File: src/rtl/core/efcc_pkg.sv
// efcc_pkg: shared types, constants and helpers of the frame classifier
// no dependencies; used by every module of the block
package efcc_pkg;

    localparam int MAX_FRAME_BYTES_DEF = 2048;
    localparam int SUM_W = 32;

    localparam logic [15:0] ETH_IPV4    = 16'h0800;
    localparam logic [15:0] ETH_ARP     = 16'h0806;
    localparam logic [7:0]  PROTO_ICMP  = 8'h01;
    localparam logic [7:0]  PROTO_TCP   = 8'h06;
    localparam logic [7:0]  PROTO_UDP   = 8'h11;
    localparam logic [7:0]  ICMP_ECHO   = 8'h08;
    localparam logic [15:0] ARP_OP_REQ  = 16'h0001;
    localparam logic [15:0] ARP_OP_REP  = 16'h0002;
    localparam logic [15:0] ALL_ONES    = 16'hFFFF;
    localparam logic [31:0] DHCP_PORTS  = {16'd67, 16'd68};

    // frame summary handed from the front to the back
    typedef struct packed {
        logic              ipv4_pre;
        logic              to_local_ip;
        logic              echo_request;
        logic              arp_request_local;
        logic              arp_reply;
        logic              dhcp_reply_ports;
        logic              udp_pre;
        logic              tcp_pre;
        logic [SUM_W-1:0]  header_sum;
        logic [SUM_W-1:0]  udp_sum;
        logic [SUM_W-1:0]  tcp_sum;
        logic [15:0]       udp_length;
        logic [31:0]       port_pair;
        logic [15:0]       tcp_length;
    } frame_sum_t;

    // queue status seen by the back
    typedef struct packed {
        logic valid;
    } q_ctl_t;

    function automatic logic [15:0] fold16(input logic [SUM_W-1:0] s);
        logic [16:0] a;
        logic [16:0] c;
        a = {1'b0, s[15:0]} + {1'b0, s[31:16]};
        c = {1'b0, a[15:0]} + {16'b0, a[16]};
        return c[15:0];
    endfunction

endpackage

File: src/rtl/core/efcc_if.sv
// efcc_byte_if, efcc_flags_if: valid/ready channels of the classifier
// depends on nothing
interface efcc_byte_if;
    logic       valid;
    logic       ready;
    logic [7:0] frame_byte;
    logic       last_byte;
    modport source (output valid, frame_byte, last_byte, input ready);
    modport sink   (input valid, frame_byte, last_byte, output ready);
endinterface

interface efcc_flags_if;
    logic valid;
    logic ready;
    logic ipv4_ok;
    logic to_local_ip;
    logic echo_request;
    logic arp_request_local;
    logic arp_reply;
    logic udp_ok;
    logic tcp_ok;
    logic dhcp_reply_ports;
    modport source (output valid, ipv4_ok, to_local_ip, echo_request, arp_request_local,
                    arp_reply, udp_ok, tcp_ok, dhcp_reply_ports, input ready);
    modport sink   (input valid, ipv4_ok, to_local_ip, echo_request, arp_request_local,
                    arp_reply, udp_ok, tcp_ok, dhcp_reply_ports, output ready);
endinterface

File: src/rtl/core/ethernet_frame_classifier_checksum.sv
// ethernet_frame_classifier_checksum: top level of the frame classifier
// depends on efcc_pkg, efcc_if, efcc_front, efcc_queue, efcc_back
//
// takes one received ethernet frame byte per cycle on rx (destination mac
// onward, last_byte on the final byte) and gives one flag word on res per
// frame: ipv4 header checksum good, destination is local_ip, icmp echo
// request, arp request for local_ip, arp reply, udp and tcp checksums good
// (pseudo-header included, independent of ipv4_ok) and dhcp reply ports.
// rx takes a byte every cycle and stalls only while the two-entry summary
// queue is full; the front keeps running ones'-complement sums as bytes
// stream. the frame summary enters the queue at the edge that takes the
// last byte; the back registers pseudo-header completion in s1 and fold
// and compare in the result register. frames longer than MAX_FRAME_BYTES
// keep their first MAX_FRAME_BYTES bytes. local_ip is written through
// local_ip_wr_en and local_ip_wr_data; the user must write it only while no
// frame is in flight, as the block itself does not enforce this.
module ethernet_frame_classifier_checksum #(
    parameter int MAX_FRAME_BYTES = efcc_pkg::MAX_FRAME_BYTES_DEF
) (
    input  logic          clk,
    input  logic          rst_n,
    input  logic          local_ip_wr_en,
    input  logic [31:0]   local_ip_wr_data,
    efcc_byte_if.sink     rx,
    efcc_flags_if.source  res
);
    import efcc_pkg::*;

    logic [31:0] local_ip_reg;
    logic        take;
    logic        push;
    logic        full;
    logic        pop;
    frame_sum_t  wr_entry;
    frame_sum_t  rd_entry;
    q_ctl_t      q_ctl;

    // own address register
    always_ff @(posedge clk or negedge rst_n)
    begin
        if (!rst_n)
            local_ip_reg <= '0;
        else if (local_ip_wr_en)
            local_ip_reg <= local_ip_wr_data;
    end

    // the front only waits when the queue cannot hold another frame
    assign rx.ready = !full;
    assign take     = rx.valid && rx.ready;

    efcc_front #(
        .MAX_FRAME_BYTES (MAX_FRAME_BYTES)
    ) u_front (
        .clk        (clk),
        .rst_n      (rst_n),
        .take       (take),
        .frame_byte (rx.frame_byte),
        .last_byte  (rx.last_byte),
        .local_ip   (local_ip_reg),
        .push       (push),
        .entry      (wr_entry)
    );

    efcc_queue u_queue (
        .clk       (clk),
        .rst_n     (rst_n),
        .push      (push),
        .wr_entry  (wr_entry),
        .full      (full),
        .ctl_valid (q_ctl),
        .pop       (pop),
        .rd_entry  (rd_entry)
    );

    efcc_back u_back (
        .clk     (clk),
        .rst_n   (rst_n),
        .q_ctl   (q_ctl),
        .q_entry (rd_entry),
        .pop     (pop),
        .res     (res)
    );

`ifndef ASSERT_OFF
    // a frame summary is never pushed into a full queue
    a_no_overflow: assert property (@(posedge clk) disable iff (!rst_n)
        push |-> !full)
        else $error("summary queue overflow");

    // a finished frame is waiting in the queue in the following cycle
    a_push_lands: assert property (@(posedge clk) disable iff (!rst_n)
        (rx.valid && rx.ready && rx.last_byte) |=> q_ctl.valid)
        else $error("frame summary lost");

    // udp and tcp need different protocol numbers
    a_l4_excl: assert property (@(posedge clk) disable iff (!rst_n)
        res.valid |-> !(res.udp_ok && res.tcp_ok))
        else $error("udp and tcp flags both set");
`endif

endmodule

File: src/rtl/core/efcc_front.sv
// efcc_front: byte parser, field capture and running checksums
// depends on efcc_pkg
module efcc_front #(
    parameter int MAX_FRAME_BYTES = efcc_pkg::MAX_FRAME_BYTES_DEF
) (
    input  logic                  clk,
    input  logic                  rst_n,
    input  logic                  take,
    input  logic [7:0]            frame_byte,
    input  logic                  last_byte,
    input  logic [31:0]           local_ip,
    output logic                  push,
    output efcc_pkg::frame_sum_t  entry
);
    import efcc_pkg::*;

    localparam int PW = $clog2(MAX_FRAME_BYTES + 1);
    localparam int CW = 18;

    logic [PW-1:0]    pos_reg, pos_next;
    logic [15:0]      ft_reg, ft_next;
    logic [3:0]       hw_reg, hw_next;
    logic [15:0]      tot_reg, tot_next;
    logic [7:0]       proto_reg, proto_next;
    logic [31:0]      dst_reg, dst_next;
    logic [SUM_W-1:0] hs_reg, hs_next;
    logic [SUM_W-1:0] us_reg, us_next;
    logic [SUM_W-1:0] ts_reg, ts_next;
    logic [15:0]      ul_reg, ul_next;
    logic [31:0]      pp_reg, pp_next;
    logic [7:0]       icmp_reg, icmp_next;
    logic [15:0]      op_reg, op_next;
    logic [31:0]      tgt_reg, tgt_next;

    logic             live;
    logic [CW-1:0]    pe, ne, se, ke;
    logic [SUM_W-1:0] w;
    logic [15:0]      tl;
    logic             l4_byte;
    logic             have_ihl, l4;

    always_comb
    begin
        live = take && (pos_reg < PW'(MAX_FRAME_BYTES));
        pe   = CW'(pos_reg);
        w    = pos_reg[0] ? SUM_W'(frame_byte) : SUM_W'({frame_byte, 8'h00});

        ft_next = ft_reg; hw_next = hw_reg; tot_next = tot_reg; proto_next = proto_reg;
        dst_next = dst_reg; hs_next = hs_reg; us_next = us_reg; ts_next = ts_reg;
        ul_next = ul_reg; pp_next = pp_reg; icmp_next = icmp_reg; op_next = op_reg;
        tgt_next = tgt_reg;

        if (live && pe == 18'd14)
            hw_next = frame_byte[3:0];
        se = CW'(14) + CW'({hw_next, 2'b00});
        ke = pe - se;
        tl = 16'(tot_reg - {10'b0, hw_reg, 2'b00});
        l4_byte = live && pe >= 18'd15 && hw_next >= 4'd5 && pe >= se;

        if (live)
        begin
            if (pe == 18'd12 || pe == 18'd13) ft_next = {ft_reg[7:0], frame_byte};
            if (pe == 18'd16 || pe == 18'd17) tot_next = {tot_reg[7:0], frame_byte};
            if (pe == 18'd20 || pe == 18'd21) op_next = {op_reg[7:0], frame_byte};
            if (pe == 18'd23) proto_next = frame_byte;
            if (pe >= 18'd30 && pe <= 18'd33) dst_next = {dst_reg[23:0], frame_byte};
            if (pe >= 18'd38 && pe <= 18'd41) tgt_next = {tgt_reg[23:0], frame_byte};
            if (pe >= 18'd14 && pe < se) hs_next = hs_reg + w;
            // pseudo-header addresses
            if (pe >= 18'd26 && pe <= 18'd33)
            begin
                us_next = us_reg + w;
                ts_next = ts_reg + w;
            end
        end

        if (l4_byte)
        begin
            if (ke == 18'd0) icmp_next = frame_byte;
            if (ke <= 18'd3) pp_next = {pp_reg[23:0], frame_byte};
            if (ke == 18'd4 || ke == 18'd5) ul_next = {ul_reg[7:0], frame_byte};
            if (ke >= 18'd6 && ke < CW'(ul_reg)) us_next = us_reg + w;
            if (ke < CW'(tl)) ts_next = ts_reg + w;
        end

        pos_next = live ? pos_reg + PW'(1) : pos_reg;
        ne       = CW'(pos_next);
        have_ihl = ne >= 18'd15;
        l4       = have_ihl && hw_next >= 4'd5;

        entry.ipv4_pre          = ft_next == ETH_IPV4 && have_ihl && ne >= se;
        entry.to_local_ip       = ne >= 18'd34 && dst_next == local_ip;
        entry.echo_request      = l4 && ne >= se + 18'd1 && proto_next == PROTO_ICMP
                                  && icmp_next == ICMP_ECHO;
        entry.arp_request_local = ft_next == ETH_ARP && ne >= 18'd42 && tgt_next == local_ip
                                  && op_next == ARP_OP_REQ;
        entry.arp_reply         = ft_next == ETH_ARP && ne >= 18'd22 && op_next == ARP_OP_REP;
        entry.dhcp_reply_ports  = l4 && ne >= se + 18'd4 && pp_next == DHCP_PORTS;
        entry.tcp_length        = 16'(tot_next - {10'b0, hw_next, 2'b00});
        entry.udp_pre           = l4 && proto_next == PROTO_UDP && ne >= se + 18'd6
                                  && ne >= se + CW'(ul_next);
        entry.tcp_pre           = l4 && proto_next == PROTO_TCP
                                  && ne >= se + CW'(entry.tcp_length);
        entry.header_sum        = hs_next;
        entry.udp_sum           = us_next;
        entry.tcp_sum           = ts_next;
        entry.udp_length        = ul_next;
        entry.port_pair         = pp_next;

        push = take && last_byte;
    end

    always_ff @(posedge clk or negedge rst_n)
    begin
        if (!rst_n)
        begin
            pos_reg <= '0; ft_reg <= '0; hw_reg <= '0; tot_reg <= '0; proto_reg <= '0;
            dst_reg <= '0; hs_reg <= '0; us_reg <= '0; ts_reg <= '0; ul_reg <= '0;
            pp_reg <= '0; icmp_reg <= '0; op_reg <= '0; tgt_reg <= '0;
        end
        else if (push)
        begin
            pos_reg <= '0; ft_reg <= '0; hw_reg <= '0; tot_reg <= '0; proto_reg <= '0;
            dst_reg <= '0; hs_reg <= '0; us_reg <= '0; ts_reg <= '0; ul_reg <= '0;
            pp_reg <= '0; icmp_reg <= '0; op_reg <= '0; tgt_reg <= '0;
        end
        else if (take)
        begin
            pos_reg <= pos_next; ft_reg <= ft_next; hw_reg <= hw_next; tot_reg <= tot_next;
            proto_reg <= proto_next; dst_reg <= dst_next; hs_reg <= hs_next;
            us_reg <= us_next; ts_reg <= ts_next; ul_reg <= ul_next; pp_reg <= pp_next;
            icmp_reg <= icmp_next; op_reg <= op_next; tgt_reg <= tgt_next;
        end
    end

endmodule

File: src/rtl/core/efcc_queue.sv
// efcc_queue: two-entry queue of frame summaries between front and back
// depends on efcc_pkg
module efcc_queue (
    input  logic                  clk,
    input  logic                  rst_n,
    input  logic                  push,
    input  efcc_pkg::frame_sum_t  wr_entry,
    output logic                  full,
    output efcc_pkg::q_ctl_t      ctl_valid,
    input  logic                  pop,
    output efcc_pkg::frame_sum_t  rd_entry
);
    import efcc_pkg::*;

    frame_sum_t  mem_reg [2];
    logic        wp_reg, wp_next;
    logic        rp_reg, rp_next;
    logic [1:0]  cnt_reg, cnt_next;

    always_comb
    begin
        full            = cnt_reg == 2'd2;
        ctl_valid.valid = cnt_reg != 2'd0;
        rd_entry        = mem_reg[rp_reg];
        wp_next         = push ? ~wp_reg : wp_reg;
        rp_next         = pop ? ~rp_reg : rp_reg;
        cnt_next        = 2'(cnt_reg + {1'b0, push} - {1'b0, pop});
    end

    always_ff @(posedge clk)
    begin
        if (push)
            mem_reg[wp_reg] <= wr_entry;
    end

    always_ff @(posedge clk or negedge rst_n)
    begin
        if (!rst_n)
        begin
            wp_reg  <= 1'b0;
            rp_reg  <= 1'b0;
            cnt_reg <= 2'd0;
        end
        else
        begin
            wp_reg  <= wp_next;
            rp_reg  <= rp_next;
            cnt_reg <= cnt_next;
        end
    end

endmodule

File: src/rtl/core/efcc_back.sv
// efcc_back: pseudo-header completion, checksum folding and result register
// depends on efcc_pkg and efcc_if
module efcc_back (
    input  logic                  clk,
    input  logic                  rst_n,
    input  efcc_pkg::q_ctl_t      q_ctl,
    input  efcc_pkg::frame_sum_t  q_entry,
    output logic                  pop,
    efcc_flags_if.source          res
);
    import efcc_pkg::*;

    logic             s1_valid_reg, s1_valid_next;
    logic [7:0]       s1_flags_reg;
    logic [SUM_W-1:0] s1_hs_reg, s1_us_reg, s1_ts_reg;
    logic             out_valid_reg, out_valid_next;
    logic [7:0]       out_reg;
    logic             out_free, s1_go, s1_take;
    logic [SUM_W-1:0] us_tot, ts_tot;
    logic [15:0]      ul;
    logic [31:0]      pp;

    always_comb
    begin
        out_free = !out_valid_reg || res.ready;
        s1_go    = s1_valid_reg && out_free;
        s1_take  = !s1_valid_reg || s1_go;
        pop      = q_ctl.valid && s1_take;
        ul       = q_entry.udp_length;
        pp       = q_entry.port_pair;
        // pseudo-header protocol and length, plus udp header words that were captured rather than summed
        us_tot = q_entry.udp_sum + SUM_W'(PROTO_UDP) + SUM_W'(ul)
               + ((ul > 16'd0) ? SUM_W'({pp[31:24], 8'h00}) : '0)
               + ((ul > 16'd1) ? SUM_W'(pp[23:16]) : '0)
               + ((ul > 16'd2) ? SUM_W'({pp[15:8], 8'h00}) : '0)
               + ((ul > 16'd3) ? SUM_W'(pp[7:0]) : '0)
               + ((ul > 16'd4) ? SUM_W'({ul[15:8], 8'h00}) : '0)
               + ((ul > 16'd5) ? SUM_W'(ul[7:0]) : '0);
        ts_tot = q_entry.tcp_sum + SUM_W'(PROTO_TCP) + SUM_W'(q_entry.tcp_length);
        s1_valid_next  = s1_take ? q_ctl.valid : s1_valid_reg;
        out_valid_next = out_free ? s1_valid_reg : out_valid_reg;
    end

    always_ff @(posedge clk)
    begin
        if (pop)
        begin
            s1_flags_reg <= {q_entry.ipv4_pre, q_entry.to_local_ip, q_entry.echo_request,
                             q_entry.arp_request_local, q_entry.arp_reply,
                             q_entry.udp_pre, q_entry.tcp_pre, q_entry.dhcp_reply_ports};
            s1_hs_reg <= q_entry.header_sum;
            s1_us_reg <= us_tot;
            s1_ts_reg <= ts_tot;
        end
        if (s1_go)
        begin
            out_reg <= {s1_flags_reg[7] && fold16(s1_hs_reg) == ALL_ONES,
                        s1_flags_reg[6:3],
                        s1_flags_reg[2] && fold16(s1_us_reg) == ALL_ONES,
                        s1_flags_reg[1] && fold16(s1_ts_reg) == ALL_ONES,
                        s1_flags_reg[0]};
        end
    end

    always_ff @(posedge clk or negedge rst_n)
    begin
        if (!rst_n)
        begin
            s1_valid_reg  <= 1'b0;
            out_valid_reg <= 1'b0;
        end
        else
        begin
            s1_valid_reg  <= s1_valid_next;
            out_valid_reg <= out_valid_next;
        end
    end

    assign res.valid             = out_valid_reg;
    assign res.ipv4_ok           = out_reg[7];
    assign res.to_local_ip       = out_reg[6];
    assign res.echo_request      = out_reg[5];
    assign res.arp_request_local = out_reg[4];
    assign res.arp_reply         = out_reg[3];
    assign res.udp_ok            = out_reg[2];
    assign res.tcp_ok            = out_reg[1];
    assign res.dhcp_reply_ports  = out_reg[0];

endmodule
File: src/flat_wrapper.sv
// flat-port wrapper written by rule: the top's interface ports become plain ports
module ethernet_frame_classifier_checksum_flat import efcc_pkg::*;
#(
    parameter int MAX_FRAME_BYTES = efcc_pkg::MAX_FRAME_BYTES_DEF
)
  (clk, rst_n, local_ip_wr_en, local_ip_wr_data, rx_valid, rx_frame_byte, rx_last_byte, rx_ready, res_valid, res_ipv4_ok, res_to_local_ip, res_echo_request, res_arp_request_local, res_arp_reply, res_udp_ok, res_tcp_ok, res_dhcp_reply_ports, res_ready);
  efcc_byte_if rx_i ();
  efcc_flags_if res_i ();
  input  logic clk;
  input  logic rst_n;
  input  logic local_ip_wr_en;
  input  logic [31:0] local_ip_wr_data;
  input wire logic [$bits(rx_i.valid)-1:0] rx_valid;
  input wire logic [$bits(rx_i.frame_byte)-1:0] rx_frame_byte;
  input wire logic [$bits(rx_i.last_byte)-1:0] rx_last_byte;
  output wire logic [$bits(rx_i.ready)-1:0] rx_ready;
  output wire logic [$bits(res_i.valid)-1:0] res_valid;
  output wire logic [$bits(res_i.ipv4_ok)-1:0] res_ipv4_ok;
  output wire logic [$bits(res_i.to_local_ip)-1:0] res_to_local_ip;
  output wire logic [$bits(res_i.echo_request)-1:0] res_echo_request;
  output wire logic [$bits(res_i.arp_request_local)-1:0] res_arp_request_local;
  output wire logic [$bits(res_i.arp_reply)-1:0] res_arp_reply;
  output wire logic [$bits(res_i.udp_ok)-1:0] res_udp_ok;
  output wire logic [$bits(res_i.tcp_ok)-1:0] res_tcp_ok;
  output wire logic [$bits(res_i.dhcp_reply_ports)-1:0] res_dhcp_reply_ports;
  input wire logic [$bits(res_i.ready)-1:0] res_ready;
  assign rx_i.valid = rx_valid;
  assign rx_i.frame_byte = rx_frame_byte;
  assign rx_i.last_byte = rx_last_byte;
  assign rx_ready = rx_i.ready;
  assign res_valid = res_i.valid;
  assign res_ipv4_ok = res_i.ipv4_ok;
  assign res_to_local_ip = res_i.to_local_ip;
  assign res_echo_request = res_i.echo_request;
  assign res_arp_request_local = res_i.arp_request_local;
  assign res_arp_reply = res_i.arp_reply;
  assign res_udp_ok = res_i.udp_ok;
  assign res_tcp_ok = res_i.tcp_ok;
  assign res_dhcp_reply_ports = res_i.dhcp_reply_ports;
  assign res_i.ready = res_ready;
  ethernet_frame_classifier_checksum #(.MAX_FRAME_BYTES(MAX_FRAME_BYTES)) u_core (.clk(clk), .rst_n(rst_n), .local_ip_wr_en(local_ip_wr_en), .local_ip_wr_data(local_ip_wr_data), .rx(rx_i), .res(res_i));
endmodule
File: config.mk
export PLATFORM = sky130hd
export DESIGN_NAME = ethernet_frame_classifier_checksum_flat
export DESIGN_NICKNAME = d
export VERILOG_FILES = /design/src/rtl/core/efcc_pkg.sv /design/src/rtl/core/efcc_if.sv /design/src/rtl/core/ethernet_frame_classifier_checksum.sv /design/src/rtl/core/efcc_front.sv /design/src/rtl/core/efcc_queue.sv /design/src/rtl/core/efcc_back.sv /design/src/flat_wrapper.sv
export SDC_FILE = /design/constraint.sdc
export NUM_CORES = 2
export LEC_CHECK = 0
export BUFFER_PORTS_ARGS = -buffer_cell sky130_fd_sc_hd__buf_2
export CAP_MARGIN = 30
export CORE_MARGIN = 1
export CORE_UTILIZATION = 60
export DETAILED_ROUTE_END_ITERATION = 10
export PLACE_DENSITY_LB_ADDON = 0.12
export RECOVER_POWER = 50
export SLEW_MARGIN = 40
export SYNTH_ARGS = -nofsm -noshare
export SYNTH_HDL_FRONTEND = slang
export SYNTH_HIERARCHICAL = 1
export SYNTH_SLANG_ARGS = --single-unit
File: constraint.sdc
create_clock -name clk -period 24.1 [get_ports clk]
set_input_delay 2.41 -clock clk [delete_from_list [all_inputs] [get_ports clk]]
set_output_delay 2.41 -clock clk [all_outputs]
set_load 0.1 [all_outputs]
==> impl_metrics.env <==
export IMPL_cts_tree="yes"
export IMPL_cp_data_required_time_ns=24.48
export IMPL_die_w_um=279
export IMPL_ir_worst_vdd_uv=164
export IMPL_pwr_share_comb_pct=49.1
export IMPL_vias=31192
export IMPL_synth_edf_count=448
export IMPL_cts_clk_slew_worst_paths_ns=0.06
export IMPL_end_kind="flip-flop"
export IMPL_hold_viol_final=0
export IMPL_relSlewSlack_pct=-218
export IMPL_critPathKind="flip-flop to flip-flop"
export IMPL_clk_path_buf_depth=3
export IMPL_cp_depth=22
export IMPL_firstDrtPassIters=7
export IMPL_critPathSlowestCell="clkbuf_1"
export IMPL_ff2ff_path_depth=22
export IMPL_period_needed_ns=13.02
export IMPL_setup_viol=0
export IMPL_min_path_cells=0
export IMPL_drive_gt1_share_pct=11.4
export IMPL_grt_pass1_wl_mm=176
export IMPL_synth_seq_cells=774
export IMPL_cp_cell_sequence="clkbuf_1 -> clkbuf_1 -> mux2_4 -> nor4_1 -> nand4_1 -> nor2_2 -> nand2_1 -> nor2_1 -> nor2b_1 -> fa_1 -> inv_1 -> fa_1 -> inv_1 -> fa_1 -> ha_1 -> a2111o_1 -> o211ai_1 -> a21oi_1 -> or4_1 -> a41oi_2 -> nor3b_1 -> xor2_1"
export IMPL_grt_pass1_vias=30663
export IMPL_synth_avg_cell_area_um2=11.5
export IMPL_cp_slowest_stage_delay_ns=2.67
export IMPL_vias_per_cell=6.13
export IMPL_place_ws_ns=12.43
export IMPL_die_y_um=279
export IMPL_wl_mm=113
export IMPL_cp_max_fo=55
export IMPL_hold_ws_ns=0.418
export IMPL_synthArstFlopShare_pct=42.1
export IMPL_cts_resized=0
export IMPL_clock_latency_ns=0.65
export IMPL_p_seq_share_pct=30.3
export IMPL_arrival_ns=13.39
export IMPL_drt_iter0_drc=2625
export IMPL_h_tree_depth=3
export IMPL_cp_common_cell="fa_1"
export IMPL_finClkSkew_ns=0.0459
export IMPL_cts_sinks=774
export IMPL_switching_share_pct=38.9
export IMPL_syn_inst=3990
export IMPL_post_drt_wl_per_cell_um=22.1
export IMPL_final_net_count=4363
export IMPL_fin_area_mm2=0.0497
export IMPL_yosysSeqAreaShare_pct=46.9
export IMPL_ant_nets=0
export IMPL_powerDensity_mw_per_mm2=126
export IMPL_internal_power_mw=3.82
export IMPL_final_cells=5092
export IMPL_path_delay_family="buffers and inverters"
export IMPL_final_cell_mix="edfxtp_1 (448), dfrtp_1 (326), ha_1 (266)"
export IMPL_cts_hold_buf=0
export IMPL_place_inst=4939
export IMPL_die_area_mm2=0.0779
export IMPL_largest_reg_flops=336
export IMPL_dp_hpwl_mm=78.5
export IMPL_port_buffers=55
export IMPL_syn2layout_area_growth_pct=7.89
export IMPL_cts_buffers=81
export IMPL_hold_path_class="flip-flop to flip-flop"
export IMPL_core_area_mm2=0.0759
export IMPL_place_congestion=0.975
export IMPL_min_period_over_period_pct=54.0
export IMPL_worst_slack_ns=11.08
export IMPL_switchingPower_mw=2.43
export IMPL_violations="max-capacitance violations, max-slew violations"
export IMPL_ys_types=106
export IMPL_outcome="complete, but fails checks"
export IMPL_finalCoreUtilization_pct=65.4
export IMPL_clock_fmax_mhz=76.8
export IMPL_grt_usage_pct=29.0
export IMPL_cap_violations=23
export IMPL_final_common_cell="edfxtp_1"
export IMPL_worst_slew_pin_slew_ns=4.77
export IMPL_core_rowCount=101
export IMPL_leakage_nw=21.2
export IMPL_cts_root_buffer="clkbuf_16"
export IMPL_grt_max_degree=93
export IMPL_path_buf_inv=4
export IMPL_cp_start_kind="flip-flop"
export IMPL_rsz0062_at_grt="no"
export IMPL_syn_area_mm2=0.0461
export IMPL_route_detailed_drc=0
export IMPL_clkPwrFrac_pct=20.6
export IMPL_start_util_pct=60.7
export IMPL_finalSetupTns_ns=0
export IMPL_yosys_warnings=6
export IMPL_synthFlopType="edfxtp_1"
export IMPL_power_mw=6.26
export IMPL_postCtsSetupBuffers=0
export IMPL_antenna_found_initial=4
export IMPL_ios=56
export IMPL_overflow=0
export IMPL_placed_area_mm2=0.0472
export IMPL_maxSlewViolCount=1200
-- layer usage --
layer	GRT usage, %	vias up	wire (um)
met2	46.2	930	52200
met3	4.15	193	7030
met4	8.97	2	3260
li1	-	14705	-
met5	0	-	15
met1	41.3	15362	50100
-- synthesized netlist by cell type (all sizes together), types with 9 or more instances --
cell	instances	area [um2]
a211oi	21	163
a22o	75	657
o21bai	13	97.6
o2bb2ai	136	1190
or2	15	93.8
o31ai	35	277
or3	18	113
o41ai	10	103
nand4	41	272
a31oi	34	213
xnor2	199	1740
mux2	232	3110
buf	41	359
nor3	86	460
dfrtp	326	8160
mux2i	158	1580
edfxtp	448	13500
o21a	25	188
o21ai	176	885
a21boi	16	120
o2111ai	9	78.8
nand2b	35	219
a31o	10	87.6
a21oi	160	838
and3	33	206
ha	266	3330
a311oi	9	78.8
and4	9	81.3
fa	58	1160
inv	255	957
nor4	47	337
nor2	167	629
clkbuf	145	544
nor2b	64	400
a21o	52	407
o22ai	20	125
nand3	72	365
xor2	105	920
nor3b	10	75.1
nand2	228	856
o211ai	17	128
and2	29	184
-- power groups by stage --
stage | Sequential (mW) | Combinational, mW | Clock [mW]
2_1_floorplan | 1.93 | 2.40 | 0
3_3_place_gp | 1.91 | 3.02 | 0
3_5_place_dp | 1.91 | 3.06 | 0
4_1_cts | 1.89 | 3.08 | 1.32
5_1_grt | 1.92 | 3.45 | 1.37
6_report | 1.89 | 3.07 | 1.29
-- area by class of cell --
cell class / instances / area [um2]
clock inverters: 50 / 567
multi-input cells: 2772 / 22500
fillers: 5923 / 26300
inverters: 259 / 973
diodes: 1 / 2.50
flip-flops and latches: 774 / 21600
repair buffers: 105 / 574
clock buffers: 101 / 2190
well taps: 1030 / 1290
-- final timing paths --
| path | from | endpoint | slack, ns |
|---|---|---|---|
| setup reg to reg | u_core/u_queue/rp_reg | u_core/u_back/s1_us_reg[26] | 11.08 |
| min in group asynchronous | rst_n | u_core/u_front/ft_reg[13] | 3.48 |
| setup / recovery | u_core/u_queue/rp_reg | u_core/u_back/s1_us_reg[26] | 11.08 |
| max in group asynchronous | rst_n | u_core/u_front/dst_reg[17] | 13.29 |
| hold / removal | u_core/u_back/s1_flags_reg[4] | u_core/u_back/out_reg[4] | 0.42 |
| hold reg to reg | u_core/u_back/s1_flags_reg[4] | u_core/u_back/out_reg[4] | 0.42 |
-- cells by family (layout without fill, tap and decap cells) --
family          after synthesis  count (layout)  share of synthesized area [%]
compound gates              871             871                           13.4
xor+xnor                    306             306                           5.88
fa+ha+maj                   331             331                           9.90
buf+inv                     445             515                           4.07
flops                       774             774                           46.9
mux                         390             390                           10.2
other cells                   1               3                        0.00814
simple gates                872             872                           9.65
No activity file was read; power rests on OpenSTA's default activity.
